===== config.mk =====
export PLATFORM = sky130hd
export DESIGN_NAME = bresenham_line_rasterizer
export DESIGN_NICKNAME = d
export VERILOG_FILES = /design/src/rtl/core/lrast_pkg.sv /design/src/rtl/core/lrast_setup.sv /design/src/rtl/core/lrast_step.sv /design/src/rtl/core/bresenham_line_rasterizer.sv
export SDC_FILE = /design/constraint.sdc
export NUM_CORES = 1
export LEC_CHECK = 0
export BUFFER_PORTS_ARGS = -buffer_cell sky130_fd_sc_hd__buf_2
export CORE_UTILIZATION = 50
export CTS_BUF_LIST = sky130_fd_sc_hd__clkbuf_16
export DETAILED_ROUTE_END_ITERATION = 16
export PLACE_DENSITY = 0.8
export SYNTH_ARGS = -nofsm -noshare
export SYNTH_HDL_FRONTEND = slang
export SYNTH_HIERARCHICAL = 1
export SYNTH_SLANG_ARGS = --single-unit

===== constraint.sdc =====
create_clock -name clk -period 6.3 [get_ports clk]
set_input_delay 1.26 -clock clk [delete_from_list [all_inputs] [get_ports clk]]
set_output_delay 1.26 -clock clk [all_outputs]
set_load 0.005 [all_outputs]

===== src/rtl/core/lrast_pkg.sv =====
// Shared types and constants for the Bresenham line rasterizer.
package lrast_pkg;

  // Default coordinate width of the endpoints and pixels.
  localparam int COORD_BITS_DEFAULT = 12;

  // Command codes carried on the cmd field.
  localparam logic CMD_START = 1'b0;
  localparam logic CMD_STEP  = 1'b1;

  // Line class chosen at setup time and followed on every step.
  typedef enum logic [3:0] {
    CASE_POINT   = 4'd0,
    CASE_HORIZ   = 4'd1,
    CASE_VERT    = 4'd2,
    CASE_DIAG_PP = 4'd3,
    CASE_DIAG_PM = 4'd4,
    CASE_DIAG_MP = 4'd5,
    CASE_DIAG_MM = 4'd6,
    CASE_OCT1    = 4'd7,
    CASE_OCT2    = 4'd8,
    CASE_OCT3    = 4'd9,
    CASE_OCT4    = 4'd10
  } line_case_t;

endpackage


===== src/rtl/core/lrast_setup.sv =====
// Line classification and Bresenham error term setup for a start beat.
module lrast_setup #(
  parameter int COORD_BITS = lrast_pkg::COORD_BITS_DEFAULT
) (
  input  logic signed [COORD_BITS-1:0] x1,
  input  logic signed [COORD_BITS-1:0] y1,
  input  logic signed [COORD_BITS-1:0] x2,
  input  logic signed [COORD_BITS-1:0] y2,
  output lrast_pkg::line_case_t        init_case,
  output logic [COORD_BITS-1:0]        init_x,
  output logic [COORD_BITS-1:0]        init_y,
  output logic [COORD_BITS+1:0]        init_err,
  output logic [COORD_BITS+1:0]        init_keep,
  output logic [COORD_BITS+1:0]        init_move,
  output logic [COORD_BITS:0]          init_steps
);

  localparam int CW = COORD_BITS;
  localparam int DW = COORD_BITS + 1;
  localparam int EW = COORD_BITS + 2;

  logic signed [DW-1:0] ddx, ddy;
  logic [DW-1:0]        adx_w, ady_w;
  logic [CW-1:0]        adx, ady;
  logic                 dx_pos, dy_pos, same_sign, x_lt, y_lt;
  logic [EW-1:0]        two_adx, two_ady;
  logic [CW-1:0]        min_x, min_y, y_at_min_x, x_at_min_y;

  // Signed deltas and their magnitudes; a magnitude always fits the coordinate width.
  assign ddx   = {x2[CW-1], x2} - {x1[CW-1], x1};
  assign ddy   = {y2[CW-1], y2} - {y1[CW-1], y1};
  assign adx_w = ddx[DW-1] ? -ddx : ddx;
  assign ady_w = ddy[DW-1] ? -ddy : ddy;
  assign adx   = adx_w[CW-1:0];
  assign ady   = ady_w[CW-1:0];

  assign dx_pos    = !ddx[DW-1] && (ddx != '0);
  assign dy_pos    = !ddy[DW-1] && (ddy != '0);
  assign same_sign = (dx_pos == dy_pos);
  assign x_lt      = (x1 < x2);
  assign y_lt      = (y1 < y2);

  assign two_adx = {1'b0, adx, 1'b0};
  assign two_ady = {1'b0, ady, 1'b0};

  // Candidate start points.
  assign min_x      = x_lt ? x1 : x2;
  assign y_at_min_x = x_lt ? y1 : y2;
  assign min_y      = y_lt ? y1 : y2;
  assign x_at_min_y = y_lt ? x1 : x2;

  // Classification in priority order, as the pixel order requires.
  always_comb begin
    init_case  = lrast_pkg::CASE_POINT;
    init_x     = x1;
    init_y     = y1;
    init_err   = '0;
    init_keep  = '0;
    init_move  = '0;
    init_steps = '0;
    if (adx == '0 && ady == '0) begin
      init_case = lrast_pkg::CASE_POINT;
    end else if (ady == '0) begin
      init_case  = lrast_pkg::CASE_HORIZ;
      init_x     = min_x;
      init_steps = {1'b0, adx};
    end else if (adx == '0) begin
      init_case  = lrast_pkg::CASE_VERT;
      init_y     = min_y;
      init_steps = {1'b0, ady};
    end else if (adx == ady) begin
      if (dx_pos) begin
        init_case = dy_pos ? lrast_pkg::CASE_DIAG_PP : lrast_pkg::CASE_DIAG_PM;
      end else begin
        init_case = dy_pos ? lrast_pkg::CASE_DIAG_MP : lrast_pkg::CASE_DIAG_MM;
      end
      init_steps = {1'b0, adx};
    end else if (adx > ady) begin
      // Shallow lines run in ascending x.
      init_case  = same_sign ? lrast_pkg::CASE_OCT1 : lrast_pkg::CASE_OCT3;
      init_x     = min_x;
      init_y     = y_at_min_x;
      init_err   = two_ady - {2'b00, adx};
      init_keep  = two_ady;
      init_move  = two_ady - two_adx;
      init_steps = {1'b0, adx};
    end else begin
      // Steep positive lines start at the lower y, steep negative ones at the lower x.
      if (same_sign) begin
        init_case = lrast_pkg::CASE_OCT2;
        init_x    = x_at_min_y;
        init_y    = min_y;
      end else begin
        init_case = lrast_pkg::CASE_OCT4;
        init_x    = min_x;
        init_y    = y_at_min_x;
      end
      init_err   = two_adx - {2'b00, ady};
      init_keep  = two_adx;
      init_move  = two_adx - two_ady;
      init_steps = {1'b0, ady};
    end
  end

endmodule


===== src/rtl/core/lrast_step.sv =====
// Per-pixel advance: one error add, one sign test and the coordinate moves.
module lrast_step #(
  parameter int COORD_BITS = lrast_pkg::COORD_BITS_DEFAULT
) (
  input  lrast_pkg::line_case_t  line_case,
  input  logic [COORD_BITS-1:0]  cur_x,
  input  logic [COORD_BITS-1:0]  cur_y,
  input  logic [COORD_BITS+1:0]  err_acc,
  input  logic [COORD_BITS+1:0]  inc_keep,
  input  logic [COORD_BITS+1:0]  inc_move,
  output logic [COORD_BITS-1:0]  cur_x_next,
  output logic [COORD_BITS-1:0]  cur_y_next,
  output logic [COORD_BITS+1:0]  err_acc_next
);

  localparam int CW = COORD_BITS;
  localparam int EW = COORD_BITS + 2;

  logic          minor_move;
  logic [CW-1:0] x_inc, x_dec, y_inc, y_dec;
  logic [EW-1:0] err_sum;

  // A non-negative decision term moves the minor axis.
  assign minor_move = !err_acc[EW-1];
  assign err_sum    = err_acc + (minor_move ? inc_move : inc_keep);

  assign x_inc = cur_x + CW'(1);
  assign x_dec = cur_x - CW'(1);
  assign y_inc = cur_y + CW'(1);
  assign y_dec = cur_y - CW'(1);

  // Coordinate update for each line class.
  always_comb begin
    cur_x_next   = cur_x;
    cur_y_next   = cur_y;
    err_acc_next = err_acc;
    case (line_case)
      lrast_pkg::CASE_HORIZ: cur_x_next = x_inc;
      lrast_pkg::CASE_VERT:  cur_y_next = y_inc;
      lrast_pkg::CASE_DIAG_PP: begin
        cur_x_next = x_inc;
        cur_y_next = y_inc;
      end
      lrast_pkg::CASE_DIAG_PM: begin
        cur_x_next = x_inc;
        cur_y_next = y_dec;
      end
      lrast_pkg::CASE_DIAG_MP: begin
        cur_x_next = x_dec;
        cur_y_next = y_inc;
      end
      lrast_pkg::CASE_DIAG_MM: begin
        cur_x_next = x_dec;
        cur_y_next = y_dec;
      end
      lrast_pkg::CASE_OCT1: begin
        err_acc_next = err_sum;
        cur_x_next   = x_inc;
        cur_y_next   = minor_move ? y_inc : cur_y;
      end
      lrast_pkg::CASE_OCT2: begin
        err_acc_next = err_sum;
        cur_y_next   = y_inc;
        cur_x_next   = minor_move ? x_inc : cur_x;
      end
      lrast_pkg::CASE_OCT3: begin
        err_acc_next = err_sum;
        cur_x_next   = x_inc;
        cur_y_next   = minor_move ? y_dec : cur_y;
      end
      lrast_pkg::CASE_OCT4: begin
        err_acc_next = err_sum;
        cur_y_next   = y_dec;
        cur_x_next   = minor_move ? x_inc : cur_x;
      end
      default: begin
        cur_x_next   = cur_x;
        cur_y_next   = cur_y;
        err_acc_next = err_acc;
      end
    endcase
  end

endmodule


===== src/rtl/core/bresenham_line_rasterizer.sv =====
// Top level of the Bresenham line rasterizer: input register, line state, pixel register.
//
// Usage: send a start beat (cmd = 0) with both endpoints and a color, then one step
// beat (cmd = 1) per pixel. A start beat produces no output beat; it classifies the
// line and loads the error terms. Each step beat while a line is active produces one
// output beat with pixel_x, pixel_y, pixel_color and last_pixel; a step beat with no
// active line is consumed and produces nothing. A start beat abandons any open line.
// Both channels use valid and stall; a beat moves at an edge with valid high and
// stall low.
// An accepted beat is held in the input register, then its pixel is registered in the
// pixel register, from which the output beat moves.
// Throughput: one beat per cycle, start or step, while no pixel is held back by a
// stalled receiver, set by the combinational error add and compare that updates the
// line state for the next pixel.
// When the receiver stalls with a pixel waiting, a step beat in the input register
// waits too and in_stall rises; start beats and idle steps still pass through.
// Reset (rst, synchronous) empties both registers and leaves no line active.
module bresenham_line_rasterizer #(
  parameter int COORD_BITS = lrast_pkg::COORD_BITS_DEFAULT
) (
  input  logic                         clk,
  input  logic                         rst,
  input  logic                         in_valid,
  output logic                         in_stall,
  input  logic                         cmd,
  input  logic signed [COORD_BITS-1:0] start_x,
  input  logic signed [COORD_BITS-1:0] start_y,
  input  logic signed [COORD_BITS-1:0] end_x,
  input  logic signed [COORD_BITS-1:0] end_y,
  input  logic [3:0]                   draw_color,
  output logic                         out_valid,
  input  logic                         out_stall,
  output logic signed [COORD_BITS-1:0] pixel_x,
  output logic signed [COORD_BITS-1:0] pixel_y,
  output logic [3:0]                   pixel_color,
  output logic                         last_pixel
);

  localparam int CW = COORD_BITS;
  localparam int EW = COORD_BITS + 2;
  localparam int SW = COORD_BITS + 1;

  // Input register.
  logic                 hold_valid;
  logic                 hold_cmd;
  logic signed [CW-1:0] hold_sx, hold_sy, hold_ex, hold_ey;
  logic [3:0]           hold_color;

  // Line state.
  lrast_pkg::line_case_t line_case;
  logic [CW-1:0]         cur_x, cur_y;
  logic [EW-1:0]         err_acc, inc_keep, inc_move;
  logic [SW-1:0]         steps_left;
  logic [3:0]            pen_color;
  logic                  line_active;

  // Setup and step results.
  lrast_pkg::line_case_t init_case;
  logic [CW-1:0]         init_x, init_y, cur_x_next, cur_y_next;
  logic [EW-1:0]         init_err, init_keep, init_move, err_acc_next;
  logic [SW-1:0]         init_steps;

  logic emit, advance_ok, fire;

  // A beat leaves the input register unless it would emit into a full, stalled output.
  assign emit       = (hold_cmd == lrast_pkg::CMD_STEP) && line_active;
  assign advance_ok = !emit || !out_valid || !out_stall;
  assign fire       = hold_valid && advance_ok;
  assign in_stall   = hold_valid && !advance_ok;

  lrast_setup #(.COORD_BITS(COORD_BITS)) u_setup (
    .x1         (hold_sx),
    .y1         (hold_sy),
    .x2         (hold_ex),
    .y2         (hold_ey),
    .init_case  (init_case),
    .init_x     (init_x),
    .init_y     (init_y),
    .init_err   (init_err),
    .init_keep  (init_keep),
    .init_move  (init_move),
    .init_steps (init_steps)
  );

  lrast_step #(.COORD_BITS(COORD_BITS)) u_step (
    .line_case    (line_case),
    .cur_x        (cur_x),
    .cur_y        (cur_y),
    .err_acc      (err_acc),
    .inc_keep     (inc_keep),
    .inc_move     (inc_move),
    .cur_x_next   (cur_x_next),
    .cur_y_next   (cur_y_next),
    .err_acc_next (err_acc_next)
  );

  // Input register control.
  always_ff @(posedge clk) begin
    if (rst) begin
      hold_valid <= 1'b0;
    end else if (!in_stall) begin
      hold_valid <= in_valid;
    end
  end

  // Input register payload.
  always_ff @(posedge clk) begin
    if (in_valid && !in_stall) begin
      hold_cmd   <= cmd;
      hold_sx    <= start_x;
      hold_sy    <= start_y;
      hold_ex    <= end_x;
      hold_ey    <= end_y;
      hold_color <= draw_color;
    end
  end

  // Line active flag and output valid.
  always_ff @(posedge clk) begin
    if (rst) begin
      line_active <= 1'b0;
      out_valid   <= 1'b0;
    end else begin
      if (fire && emit) begin
        out_valid <= 1'b1;
      end else if (!out_stall) begin
        out_valid <= 1'b0;
      end
      if (fire && hold_cmd == lrast_pkg::CMD_START) begin
        line_active <= 1'b1;
      end else if (fire && emit && steps_left == '0) begin
        line_active <= 1'b0;
      end
    end
  end

  // Line state and pixel payload.
  always_ff @(posedge clk) begin
    if (fire && hold_cmd == lrast_pkg::CMD_START) begin
      line_case  <= init_case;
      cur_x      <= init_x;
      cur_y      <= init_y;
      err_acc    <= init_err;
      inc_keep   <= init_keep;
      inc_move   <= init_move;
      steps_left <= init_steps;
      pen_color  <= hold_color;
    end else if (fire && emit) begin
      pixel_x     <= cur_x;
      pixel_y     <= cur_y;
      pixel_color <= pen_color;
      last_pixel  <= (steps_left == '0);
      if (steps_left != '0) begin
        steps_left <= steps_left - SW'(1);
        cur_x      <= cur_x_next;
        cur_y      <= cur_y_next;
        err_acc    <= err_acc_next;
      end
    end
  end

  // The input side only waits behind a pixel that the receiver is holding back.
  a_stall_cause: assert property (@(posedge clk) disable iff (rst)
    in_stall |-> (hold_valid && out_valid && out_stall && line_active))
    else $error("input stall without a blocked pixel");

  // A start beat always opens a line.
  a_start_opens: assert property (@(posedge clk) disable iff (rst)
    (fire && hold_cmd == lrast_pkg::CMD_START) |=> line_active)
    else $error("start beat did not open a line");

  // The final pixel closes the line and is flagged as last.
  a_last_closes: assert property (@(posedge clk) disable iff (rst)
    (fire && emit && steps_left == '0) |=> (!line_active && out_valid && last_pixel))
    else $error("final pixel did not close the line");

endmodule

==> results.toml <==
[synthesis]
yosysUniqueCellTypes = 97
synth-seq-cells = 172
synth-compound-area-share_pct = 17.34
synth_area_per_cell_sq_um = 9.175
synth_edf_count = 169
ys.flop_type = "edfxtp_1"
synthAdderAreaFrac_pct = 9.183
synthSimpleGateAreaFrac_pct = 19.72
async_reset_ff_share_pct = 0
yosys_warnings = 6
syn-cell-area_sq_um = 13630
synth_cells = 1485
synth_xor_area_share_pct = 6.079
synth_top_family_by_area = "simple AND/OR/NAND/NOR gates"
yosysSeqAreaShare_pct = 37.69
synth.area.mux_share_pct = 5.197

[critical_path]
endpoint_kind = "flop"
startpoint_type = "flop"
worstPathRequired_ns = 6.49
critPathKind = "flop to flop"
arrival_ns = 6.23
worst-path-max-fanout = 12

[sta]
final_max_slew_viol_count = 0
fin_tns_setup_ns = 0
post-route-period-util_pct = 95.87
hold_violations = 0
fmax_ghz = 0.1656
fin_skew_ns = 0.01416
fin_crit_ns = 6.040
setup_slack_ns = 0.2599
slew_headroom_pct = 26.52
tightest_slew_ns = 1.102
rsz0062_at_grt = "false"
setup_viol = 0

[floorplan]
die_y_um = 167.1
io_pins = 88
rows = 60
coreArea_sq_um = 26880
die_x_um = 167.1
initial_utilization_pct = 50.70
die-area_sq_um = 27920

[clocking]
ctsHtreeMaxLevel = 4
postCtsHoldBufs = 0
cts.reportedPaths.clkPinSlew_ns = 0.08
post_cts_buffers = 0
clk_latency_ns = 0.44
cts_buffers = 17
clockBufferDepth = 2
root_buffer = "clkbuf_16"
cts_tree = "built"
cts_sinks = 172

[global_route]
grt.total_usage_pct = 25.23
gr-total-overflow = 0
grt_pass1_vias = 10740
antenna_found_initial = 0
grt_pass1_wl_um = 56040
grt_max_degree = 63

[pwr]
p_seq_share_pct = 26.2
power_density_nw_per_um2 = 378.3
cell_internal_pwr_mw = 3.248
power_frac_clock_pct = 19.0
power.switching_mw = 2.457
p_sw_share_pct = 43.07
combinationalPowerShare_pct = 54.8
ir_drop_mv = 0.2390
leakage_nw = 6.175

[cells_and_area]
nets = 1710
num_antenna_cells = 0
final_cell_mix = "199 x nand2_1, 169 x edfxtp_1, 134 x nor2_1, 101 x a21oi_1"
mostFrequentLayoutCell = "nand2_1"
final_util_pct = 56.11
fill_cells = 2323
design_area_sq_um = 15080
syn2layout_area_growth_pct = 10.68
drive_gt1_share_pct = 15.21

[drt]
vias = 11560
routed_via_density = 6.043
firstDrtPassIters = 6
drt_wl_total_um = 35450
drc = 0
ant_nets = 0
initialDrtViolationCount = 1268
routedWlPerCell_um = 18.54

[place]
io_buffers = 87
place.gp.congestion = 0.9685
place_ws_ns = 0.3127
dp.final_hpwl_um = 25900
post_dp_cell_area_sq_um = 14450

[flow_run]
drv_cap = 0

[run_status]
status = "complete, no violations"

[hold_path]
hold_path_class = "flop to flop"
## power by group through the flow
stage                     Clock, mW  Sequential (mW)  Combinational, mW
after floorplan                   0             1.49               2.32
after global placement            0             1.51               2.98
after detailed placement          0             1.52               3.02
after CTS                      1.10             1.49               3.04
after global routing           1.14             1.50               3.41
final                          1.08             1.49               3.13
## metrics by stage
step | hold WS, ns | instances | power (mW)
2_1_floorplan | 0.4003 | 1488 | 3.805
3_3_place_gp | 0.4015 | 1880 | 4.497
3_5_place_dp | 0.4052 | 1880 | 4.537
4_1_cts | 0.4224 | 1912 | 5.638
5_1_grt | 0.4311 | 1912 | 6.053
6_report | 0.4222 | 1912 | 5.704
## critical path, cell delays in order (launching register included)
cell and delay (ns):
edfxtp_1 0.39, ha_1 0.25, fa_1 0.43, nand2b_1 0.18
a21oi_1 0.28, o2bb2ai_2 0.18, o21ai_2 0.31, nor2_1 0.12
xnor2_1 0.46, inv_1 0.18, ha_1 0.25, a21o_1 0.15
a21o_1 0.18, a21oi_1 0.18, o21ai_0 0.23, a211o_1 0.38
nand2_1 0.09, nand2_1 0.12, or4_1 0.50, a31oi_2 0.18
buf_4 0.24, mux2_1 0.34, nand2_1 0.07, nand2_1 0.08
## area by class of cell
cell class / count / area (sq um) / share of cell area, %
sequential: 172 / 5135 / 34.05
multi-input combinational: 1159 / 7908 / 52.44
timing repair buffer: 119 / 675.6 / 4.480
inverter: 89 / 335.3 / 2.224
clock inverter: 15 / 175.2 / 1.162
clock buffer: 17 / 425.4 / 2.821
tap: 341 / 426.7 / 2.829
## cells in the mapped netlist (6+ instances only)
cell type / count / area, sq um
a211oi_1: 15 / 112.6
a21boi_0: 7 / 52.55
a21o_1: 26 / 195.2
a21oi_1: 102 / 510.5
a31oi_1: 19 / 118.9
and2_1: 8 / 50.05
and3_1: 11 / 68.82
buf_1: 6 / 22.52
buf_2: 13 / 65.06
clkbuf_1: 41 / 153.9
edfxtp_1: 169 / 5075
fa_1: 7 / 140.1
ha_1: 88 / 1101
inv_1: 88 / 330.3
mux2_1: 9 / 101.4
mux2_2: 25 / 281.5
mux2_4: 9 / 135.1
mux2i_1: 19 / 190.2
nand2_1: 200 / 750.7
nand2b_1: 15 / 93.84
nand3_1: 26 / 130.1
nand4_1: 14 / 87.58
nor2_1: 134 / 503.0
nor2b_1: 16 / 100.1
nor3_1: 35 / 175.2
nor3b_1: 9 / 67.56
nor4_1: 13 / 81.33
o211ai_1: 8 / 60.06
o21a_1: 8 / 60.06
o21ai_0: 58 / 290.3
o21ai_1: 15 / 75.07
o21bai_1: 9 / 67.56
o22ai_1: 17 / 106.4
o31ai_1: 14 / 105.1
or2_2: 11 / 68.82
or3_1: 12 / 75.07
xnor2_1: 46 / 402.9
xor2_1: 43 / 376.6
## logic make-up after synthesis
group / count (synthesis)
AOI/OAI and AO/OA: 358
xor gates and xnor gates: 92
adders and majority gates: 96
buffers and inverters: 157
DFF: 172
muxes: 62
other: 1
and+or+nand+nor: 547
## flip-flops by register name, summed over array words and instances (netlist names), 12 cells and up
signal / count
hold_ex: 12
steps_left: 13
pixel_y: 12
hold_sy: 12
cur_y: 12
inc_keep: 14
hold_ey: 12
pixel_x: 12
hold_sx: 12
err_acc: 14
cur_x: 12
inc_move: 14
## routing by layer
metal  wire, um  up-vias  GRT usage [%]  share of wire (%)
met5          0        -              0                  0
met4        603        0          7.609                1.7
met3       2360       48          3.161                6.7
met2      16510      475          40.53                 47
met1      15970     5490          35.49                 45
li1           -     5542              -                  -
## worst paths after layout
kind | start | cells after the start | end | slack [ns]
min reg2reg | pen_color[0] | 0 | pixel_color[0] | 0.42
max reg2reg | hold_sy[0] | 23 | cur_x[7] | 0.26
max | hold_sy[0] | 23 | cur_x[7] | 0.26
min | pen_color[0] | 0 | pixel_color[0] | 0.42
## timing repair
action	CTS	global route
setup endpoints to repair	0	15
endpoints found under the hold margin	0	0
resized for setup	0	6
(Power assumes the default switching activity.)
